==> src/hdl/idc_pkg.sv <==
`default_nettype none

package idc_pkg;

    // Field widths of one transaction
    localparam int YEAR_W  = 14;
    localparam int MONTH_W = 4;
    localparam int DAY_W   = 5;
    localparam int COUNT_W = 22;

    // Width of a day number counted from the first of January of year 0
    localparam int DNUM_W = 23;

    // Width of the reciprocal products used for the divisions by 100 and 400
    localparam int PROD_W = 30;

    // Reciprocal of 100 scaled by 2**21; exact for operands below 43690
    localparam logic [PROD_W-1:0] RECIP_100 = 30'd20972;
    localparam int SHIFT_100 = 21;
    localparam int SHIFT_400 = 23;

    // Largest count that fits the result field
    localparam logic [COUNT_W:0] COUNT_MAX = 23'd4194303;

    // Month codes
    localparam logic [MONTH_W-1:0] MON_JAN = 4'd1;
    localparam logic [MONTH_W-1:0] MON_FEB = 4'd2;
    localparam logic [MONTH_W-1:0] MON_MAR = 4'd3;
    localparam logic [MONTH_W-1:0] MON_APR = 4'd4;
    localparam logic [MONTH_W-1:0] MON_MAY = 4'd5;
    localparam logic [MONTH_W-1:0] MON_JUN = 4'd6;
    localparam logic [MONTH_W-1:0] MON_JUL = 4'd7;
    localparam logic [MONTH_W-1:0] MON_AUG = 4'd8;
    localparam logic [MONTH_W-1:0] MON_SEP = 4'd9;
    localparam logic [MONTH_W-1:0] MON_OCT = 4'd10;
    localparam logic [MONTH_W-1:0] MON_NOV = 4'd11;
    localparam logic [MONTH_W-1:0] MON_DEC = 4'd12;

    // Status of one date as it leaves the date pipeline
    typedef struct packed {
        logic              ok;
        logic [DNUM_W-1:0] num;
    } date_info_t;

    // Days before the first of the month in a common year
    function automatic logic [8:0] month_start(input logic [MONTH_W-1:0] m);
        logic [8:0] s;
        case (m)
            MON_JAN: s = 9'd0;
            MON_FEB: s = 9'd31;
            MON_MAR: s = 9'd59;
            MON_APR: s = 9'd90;
            MON_MAY: s = 9'd120;
            MON_JUN: s = 9'd151;
            MON_JUL: s = 9'd181;
            MON_AUG: s = 9'd212;
            MON_SEP: s = 9'd243;
            MON_OCT: s = 9'd273;
            MON_NOV: s = 9'd304;
            MON_DEC: s = 9'd334;
            default: s = 9'd0;
        endcase
        return s;
    endfunction

    // Length of the month, February depending on the leap flag
    function automatic logic [DAY_W-1:0] month_len(input logic [MONTH_W-1:0] m,
                                                   input logic leap);
        logic [DAY_W-1:0] len;
        case (m)
            MON_FEB: len = leap ? 5'd29 : 5'd28;
            MON_APR, MON_JUN, MON_SEP, MON_NOV: len = 5'd30;
            MON_JAN, MON_MAR, MON_MAY, MON_JUL, MON_AUG, MON_OCT, MON_DEC:
                len = 5'd31;
            default: len = 5'd0;
        endcase
        return len;
    endfunction

endpackage

`default_nettype wire

==> src/hdl/idc_date_num.sv <==
`default_nettype none

// Three-stage pipeline that checks one date and turns it into a day number.
module idc_date_num #(
    parameter int YEAR_MAX = 9999
) (
    input  wire logic                         clk,
    input  wire logic [idc_pkg::YEAR_W-1:0]   year,
    input  wire logic [idc_pkg::MONTH_W-1:0]  month,
    input  wire logic [idc_pkg::DAY_W-1:0]    day,
    output idc_pkg::date_info_t               info
);
    import idc_pkg::*;

    // Stage one: products for the year terms
    logic [YEAR_W-1:0]  y1_reg;
    logic [MONTH_W-1:0] m1_reg;
    logic [DAY_W-1:0]   d1_reg;
    logic [DNUM_W-1:0]  p365_reg, p365_next;
    logic [PROD_W-1:0]  pa_reg, pa_next;
    logic [PROD_W-1:0]  pb_reg, pb_next;
    logic [PROD_W-1:0]  pc_reg, pc_next;

    // Stage two: quotients, leap flag and validity
    logic [MONTH_W-1:0] m2_reg;
    logic [DAY_W-1:0]   d2_reg;
    logic [DNUM_W-1:0]  p365b_reg;
    logic [12:0]        q4_reg, q4_next;
    logic [8:0]         q100_reg, q100_next;
    logic [6:0]         q400_reg, q400_next;
    logic               leap_reg, leap_next;
    logic               ok_reg, ok_next;
    logic [8:0]         qy;

    // Stage three: day number
    date_info_t         info_reg, info_next;

    // Year times 365 and the scaled reciprocals for the century terms
    always_comb
    begin
        p365_next = DNUM_W'(year) * DNUM_W'(365);
        pa_next   = (PROD_W'(year) + PROD_W'(99)) * RECIP_100;
        pb_next   = (PROD_W'(year) + PROD_W'(399)) * RECIP_100;
        pc_next   = PROD_W'(year) * RECIP_100;
    end

    always_ff @(posedge clk)
    begin
        y1_reg   <= year;
        m1_reg   <= month;
        d1_reg   <= day;
        p365_reg <= p365_next;
        pa_reg   <= pa_next;
        pb_reg   <= pb_next;
        pc_reg   <= pc_next;
    end

    // Leap year test and range checks; a year is a century when its quotient
    // by 100 gives it back exactly
    always_comb
    begin
        q4_next   = 13'((15'(y1_reg) + 15'd3) >> 2);
        q100_next = pa_reg[SHIFT_100 +: 9];
        q400_next = pb_reg[SHIFT_400 +: 7];
        qy        = pc_reg[SHIFT_100 +: 9];
        leap_next = (y1_reg[1:0] == 2'b00) &&
                    (((16'(qy) * 16'd100) != 16'(y1_reg)) || (qy[1:0] == 2'b00));
        ok_next   = (32'(y1_reg) <= YEAR_MAX) && (m1_reg inside {[MON_JAN:MON_DEC]}) &&
                    (d1_reg != '0) && (d1_reg <= month_len(m1_reg, leap_next));
    end

    always_ff @(posedge clk)
    begin
        m2_reg    <= m1_reg;
        d2_reg    <= d1_reg;
        p365b_reg <= p365_reg;
        q4_reg    <= q4_next;
        q100_reg  <= q100_next;
        q400_reg  <= q400_next;
        leap_reg  <= leap_next;
        ok_reg    <= ok_next;
    end

    // Sum of the year, month and day terms
    always_comb
    begin
        info_next.ok  = ok_reg;
        info_next.num = p365b_reg + DNUM_W'(q4_reg) - DNUM_W'(q100_reg)
                      + DNUM_W'(q400_reg) + DNUM_W'(month_start(m2_reg))
                      + DNUM_W'(leap_reg && (m2_reg > MON_FEB))
                      + DNUM_W'(d2_reg) - DNUM_W'(1);
    end

    always_ff @(posedge clk)
    begin
        info_reg <= info_next;
    end

    assign info = info_reg;

endmodule

`default_nettype wire

==> src/hdl/inclusive_date_day_count.sv <==
`default_nettype none

// Inclusive day count between two Gregorian dates. A transaction is taken on
// every clock edge with start high; busy is always low, so one date pair can
// follow another in every cycle. The result appears on day_count and
// invalid_date for one cycle with done high, and must be captured then since
// it cannot be held back. Each pair passes through the pipeline: input
// register, reciprocal multipliers for the century terms, quotient and leap
// check, day number sum, then difference and saturation into the result
// register. A month, day or year out of range gives invalid_date high and a
// count of zero; counts beyond the 22-bit field saturate.
module inclusive_date_day_count #(
    parameter int YEAR_MAX = 9999
) (
    input  wire logic                         clk,
    input  wire logic                         rst_n,
    input  wire logic                         start,
    output      logic                         busy,
    input  wire logic [idc_pkg::YEAR_W-1:0]   first_year,
    input  wire logic [idc_pkg::MONTH_W-1:0]  first_month,
    input  wire logic [idc_pkg::DAY_W-1:0]    first_day,
    input  wire logic [idc_pkg::YEAR_W-1:0]   second_year,
    input  wire logic [idc_pkg::MONTH_W-1:0]  second_month,
    input  wire logic [idc_pkg::DAY_W-1:0]    second_day,
    output      logic                         done,
    output      logic [idc_pkg::COUNT_W-1:0]  day_count,
    output      logic                         invalid_date
);
    import idc_pkg::*;

    localparam int LAT = 4;

    logic               accept;
    logic [YEAR_W-1:0]  fy_reg, sy_reg;
    logic [MONTH_W-1:0] fm_reg, sm_reg;
    logic [DAY_W-1:0]   fd_reg, sd_reg;
    logic [LAT-1:0]     vld_reg, vld_next;
    date_info_t         info_a, info_b;
    logic [DNUM_W-1:0]  diff;
    logic [COUNT_W:0]   cnt;
    logic [COUNT_W-1:0] count_reg, count_next;
    logic               inv_reg, inv_next;
    logic               done_reg;

    assign busy   = 1'b0;
    assign accept = start && !busy;

    // Input register
    always_ff @(posedge clk)
    begin
        if (accept)
        begin
            fy_reg <= first_year;
            fm_reg <= first_month;
            fd_reg <= first_day;
            sy_reg <= second_year;
            sm_reg <= second_month;
            sd_reg <= second_day;
        end
    end

    // Day number of each date
    idc_date_num #(
        .YEAR_MAX (YEAR_MAX)
    ) u_date_a (
        .clk   (clk),
        .year  (fy_reg),
        .month (fm_reg),
        .day   (fd_reg),
        .info  (info_a)
    );

    idc_date_num #(
        .YEAR_MAX (YEAR_MAX)
    ) u_date_b (
        .clk   (clk),
        .year  (sy_reg),
        .month (sm_reg),
        .day   (sd_reg),
        .info  (info_b)
    );

    // Absolute difference plus one, saturated, zero when either date is bad
    always_comb
    begin
        diff     = (info_a.num > info_b.num) ? (info_a.num - info_b.num)
                                             : (info_b.num - info_a.num);
        cnt      = (COUNT_W + 1)'(diff) + (COUNT_W + 1)'(1);
        inv_next = !(info_a.ok && info_b.ok);
        if (inv_next)
        begin
            count_next = '0;
        end
        else if (cnt > COUNT_MAX)
        begin
            count_next = COUNT_MAX[COUNT_W-1:0];
        end
        else
        begin
            count_next = cnt[COUNT_W-1:0];
        end
    end

    always_ff @(posedge clk)
    begin
        count_reg <= count_next;
        inv_reg   <= inv_next;
    end

    // Transaction tracking along the pipeline
    assign vld_next = {vld_reg[LAT-2:0], accept};

    always_ff @(posedge clk or negedge rst_n)
    begin
        if (!rst_n)
        begin
            vld_reg  <= '0;
            done_reg <= 1'b0;
        end
        else
        begin
            vld_reg  <= vld_next;
            done_reg <= vld_reg[LAT-1];
        end
    end

    assign done         = done_reg;
    assign day_count    = count_reg;
    assign invalid_date = inv_reg;

`ifndef SYNTHESIS
    // The strobe is sampled at the edge after the one that loads the result register.
    a_done_follows_start: assert property (@(posedge clk) disable iff (!rst_n)
        done |-> $past(accept, LAT + 1))
        else $error("result strobe without a matching transaction");

    a_start_gives_done: assert property (@(posedge clk) disable iff (!rst_n)
        accept |-> ##(LAT + 1) done)
        else $error("accepted transaction produced no result");

    a_invalid_zero: assert property (@(posedge clk) disable iff (!rst_n)
        done && invalid_date |-> day_count == '0)
        else $error("invalid date with a non-zero count");

    a_valid_nonzero: assert property (@(posedge clk) disable iff (!rst_n)
        done && !invalid_date |-> day_count != '0)
        else $error("valid dates with a zero count");
`endif

endmodule

`default_nettype wire

==> config.mk <==
export PLATFORM = sky130hd
export DESIGN_NAME = inclusive_date_day_count
export DESIGN_NICKNAME = d
export VERILOG_FILES = /design/src/hdl/idc_pkg.sv /design/src/hdl/idc_date_num.sv /design/src/hdl/inclusive_date_day_count.sv
export SDC_FILE = /design/constraint.sdc
export NUM_CORES = 2
export LEC_CHECK = 0
export ABC_AREA = 1
export BUFFER_PORTS_ARGS = -buffer_cell sky130_fd_sc_hd__buf_2
export CAP_MARGIN = 15
export CORE_MARGIN = 8
export CORE_UTILIZATION = 28
export CTS_BUF_LIST = sky130_fd_sc_hd__clkbuf_4
export DETAILED_ROUTE_END_ITERATION = 10
export PLACE_DENSITY = 0.44
export SYNTH_ARGS = -nofsm -noshare
export SYNTH_HDL_FRONTEND = slang
export SYNTH_SLANG_ARGS = --single-unit
==> constraint.sdc <==
create_clock -name clk -period 18.84 [get_ports clk]
set_input_delay 1.884 -clock clk [delete_from_list [all_inputs] [get_ports clk]]
set_output_delay 1.884 -clock clk [all_outputs]
set_load 0.02 [all_outputs]
==> impl_results.md <==
- Count of input and output buffers: 72
- Worst-path clk slew: 0.06 ns
- Seq cells post-synth: 402
- Run status: finished clean
- Worst Setup Start Kind: flop
- GRT overflow: 0
- Root buffer cell: clkbuf_4
- Most used cell, CP: inv_1
- Max capacitance violation total: 0
- First-pass GRT wire length: 182 mm
- Crit path time final: 7.66 ns
- Syn Area/Cell: 8.90 sq um
- Most frequent cells in the layout: inv_1 (1420), ha_1 (938), nand2_1 (663), fa_1 (543), dfxtp_1 (351)
- Mapped Nets: 6760
- Post-Syn Area: 46600 sq um
- Layout cells sized above 1: 6.07%
- Num CTS Buffers: 119
- Unique cell type count in the Yosys netlist: 53
- Via density: 4.20
- RSZ-0062 raised after global routing: false
- Top-area cell type share of the netlist area: 25.2%
- Vias in the first global route: 34500
- Layout Skew: 0.0895 ns
- Min-delay worst type: flop to flop
- EDFF count, synth: 46
- Post-Route WL: 111 mm
- # rows: 149
- Period utilisation layout: 40.7%
- Remaining DRCs: 0
- CP max stage cell: edfxtp_1
- CTS resizes: 0
- WP data required: 19.78 ns
- Worst Tran Pin Value: 0.973 ns
- Crit path max fanout: 12
- First-pass DRT Iterations: 5
- Core ar.: 165000 sq um
- Largest net degree at the start of global routing: 42
- Synth area leaders: ha_1 (25%), fa_1 (23%), dfxtp_1 (15%)
- WS Path Type: flop to flop
- Commonest non-fill, non-tap cell in the layout: inv_1
- GP Congestion: 0.859
- Critical Path AT: 8.60 ns
- Worst setup EP type: flop
- Initial DRC Count: 1246
- Die Area: 180000 sq um
- Wire per inst: 14.5 um
- Cell taking the most area after synthesis: ha_1
- Total setup buffers inserted after CTS: 0
- Top_reg_cell synth: dfxtp_1
- Sequential-to-total area share from yosys stat: 18.3%
- CTS Buffer Depth: 3
- Setup Total Neg Slack: 0 ns
- Initial antenna violation count: 8
- Clock sinks: 402
- Dpl hpwl: 97.6 mm
- CTS tree: built
- Ys Warns: 0
- Cts hold-fix bufs: 0
- Synth Instances: 5230
- Starting Density: 28.2%
- Htree depth: 3
- Post-route ant nets: 0
- Max Fclk: 131 MHz
- Clock latency on the worst-skew pair: 1.02 ns
- Endpoints failing setup: 0
- # nets final: 6940
- Gr usage total: 12.6%
- Area added between synthesis and finish: 9.61%
- IO Count: 74
- Final hold violations: 0
- Async S/R FF share, synth: 1.24%
- Crit-path max cell delay: 0.62 ns
- Slew headroom: 34.9%
- Die Y: 424 um
- Via count: 32300
- Final slew viol count: 0
- Die W: 424 um
[Yosys cell counts, types with 5 or more instances]
master and instances:
edfxtp_1 46, a21o_1 7, dfxtp_1 351, a21boi_0 10
fa_1 543, nand4_1 28, nand2_1 663, o211ai_1 14
o21bai_1 28, nor2_4 5, nand2_2 18, buf_2 8
xnor2_1 60, o31ai_1 5, dfrtp_1 5, nand3_2 14
a21oi_1 258, nor2_1 199, o21a_1 10, inv_1 1420
ha_1 938, nor2_2 19, nor3_1 32, clkbuf_1 5
buf_6 5, a31oi_1 19, nor4_1 9, o21ai_0 117
inv_2 12, xor2_1 192, nand3_1 133, a211oi_1 11
[critical path: cells and delay by family, from the launching register on]
kind	cells	cell delay (ns)
AND/OR/NAND/NOR	8	0.87
XOR/XNOR	2	0.71
flip-flops	1	0.62
buffers and inverters	10	1.12
adder cells (fa/ha/maj)	7	2.91
AO/OA/AOI/OAI	6	1.35
[final cells by class]
type                       count  area (sq um)
fill                       17600        114000
multi-input combinational   3372         32500
sequential                   402          8530
inverter                    1434          5380
tap                         2189          2740
clock buffer                 159          1190
timing repair buffer          81           434
clock inverter                50           245
antenna                        6          15.0
[worst paths after layout]
| check | cells after the start | to | from | slack (ns) |
|---|---|---|---|---|
| min in group asynchronous | 1 | vld_reg[3]$_DFF_PN0_ | rst_n | 0.66 |
| max in group asynchronous | 1 | vld_reg[0]$_DFF_PN0_ | rst_n | 18.05 |
| hold / removal | 0 | u_date_a.p365b_reg[7]$_DFF_P_ | u_date_a.p365_reg[7]$_DFF_P_ | 0.26 |
| hold reg to reg | 0 | u_date_a.p365b_reg[7]$_DFF_P_ | u_date_a.p365_reg[7]$_DFF_P_ | 0.26 |
| setup reg to reg | 33 | u_date_a.pb_reg[27]$_DFF_P_ | fy_reg[0]$_DFFE_PP_ | 11.18 |
| setup / recovery | 33 | u_date_a.pb_reg[27]$_DFF_P_ | fy_reg[0]$_DFFE_PP_ | 11.18 |
[layer usage]
layer	up-vias	GRT usage (%)	share of wire (%)	wire length (um)
met2	421	20.7	46	50700
met3	162	2.07	3.4	3790
met1	15200	17.3	49	54300
met4	8	3.16	2.2	2460
li1	16600	-	-	-
met5	-	0	0.045	50
[cells by family (layout without fill, tap and decap cells)]
| kind of cell | count (synthesis) | after routing | share of synthesized area, % |
|---|---|---|---|
| adders and majority gates | 1481 | 1481 | 48.5 |
| buffers and inverters | 1456 | 1724 | 11.9 |
| and+or+nand+nor | 1137 | 1137 | 10.5 |
| AOI/OAI and AO/OA | 501 | 501 | 6.03 |
| DFF | 402 | 402 | 18.3 |
| xor gates and xnor gates | 252 | 252 | 4.74 |
| other | 1 | 7 | 0.00805 |
[per-stage QoR]
| stage | instance area, sq um | hold slack (ns) | utilization [%] | instances | setup slack, ns |
|---|---|---|---|---|---|
| 5_1_grt | 51000 | 0.261 | 30.9 | 7691 | 10.42 |
| 4_1_cts | 51000 | 0.238 | 30.9 | 7686 | 11.08 |
| 3_5_place_dp | 49600 | 0.312 | 30.0 | 7477 | 11.14 |
| 3_3_place_gp | 49600 | 0.311 | 30.0 | 7476 | 11.32 |
| 2_1_floorplan | 46600 | 0.310 | - | 5230 | 12.34 |
| 6_report | 51000 | 0.256 | 30.9 | 7693 | 11.18 |
Power is left out: the tool's default activity adds up to more than one toggle a clock period on the data nets, which glitch-free logic cannot reach.
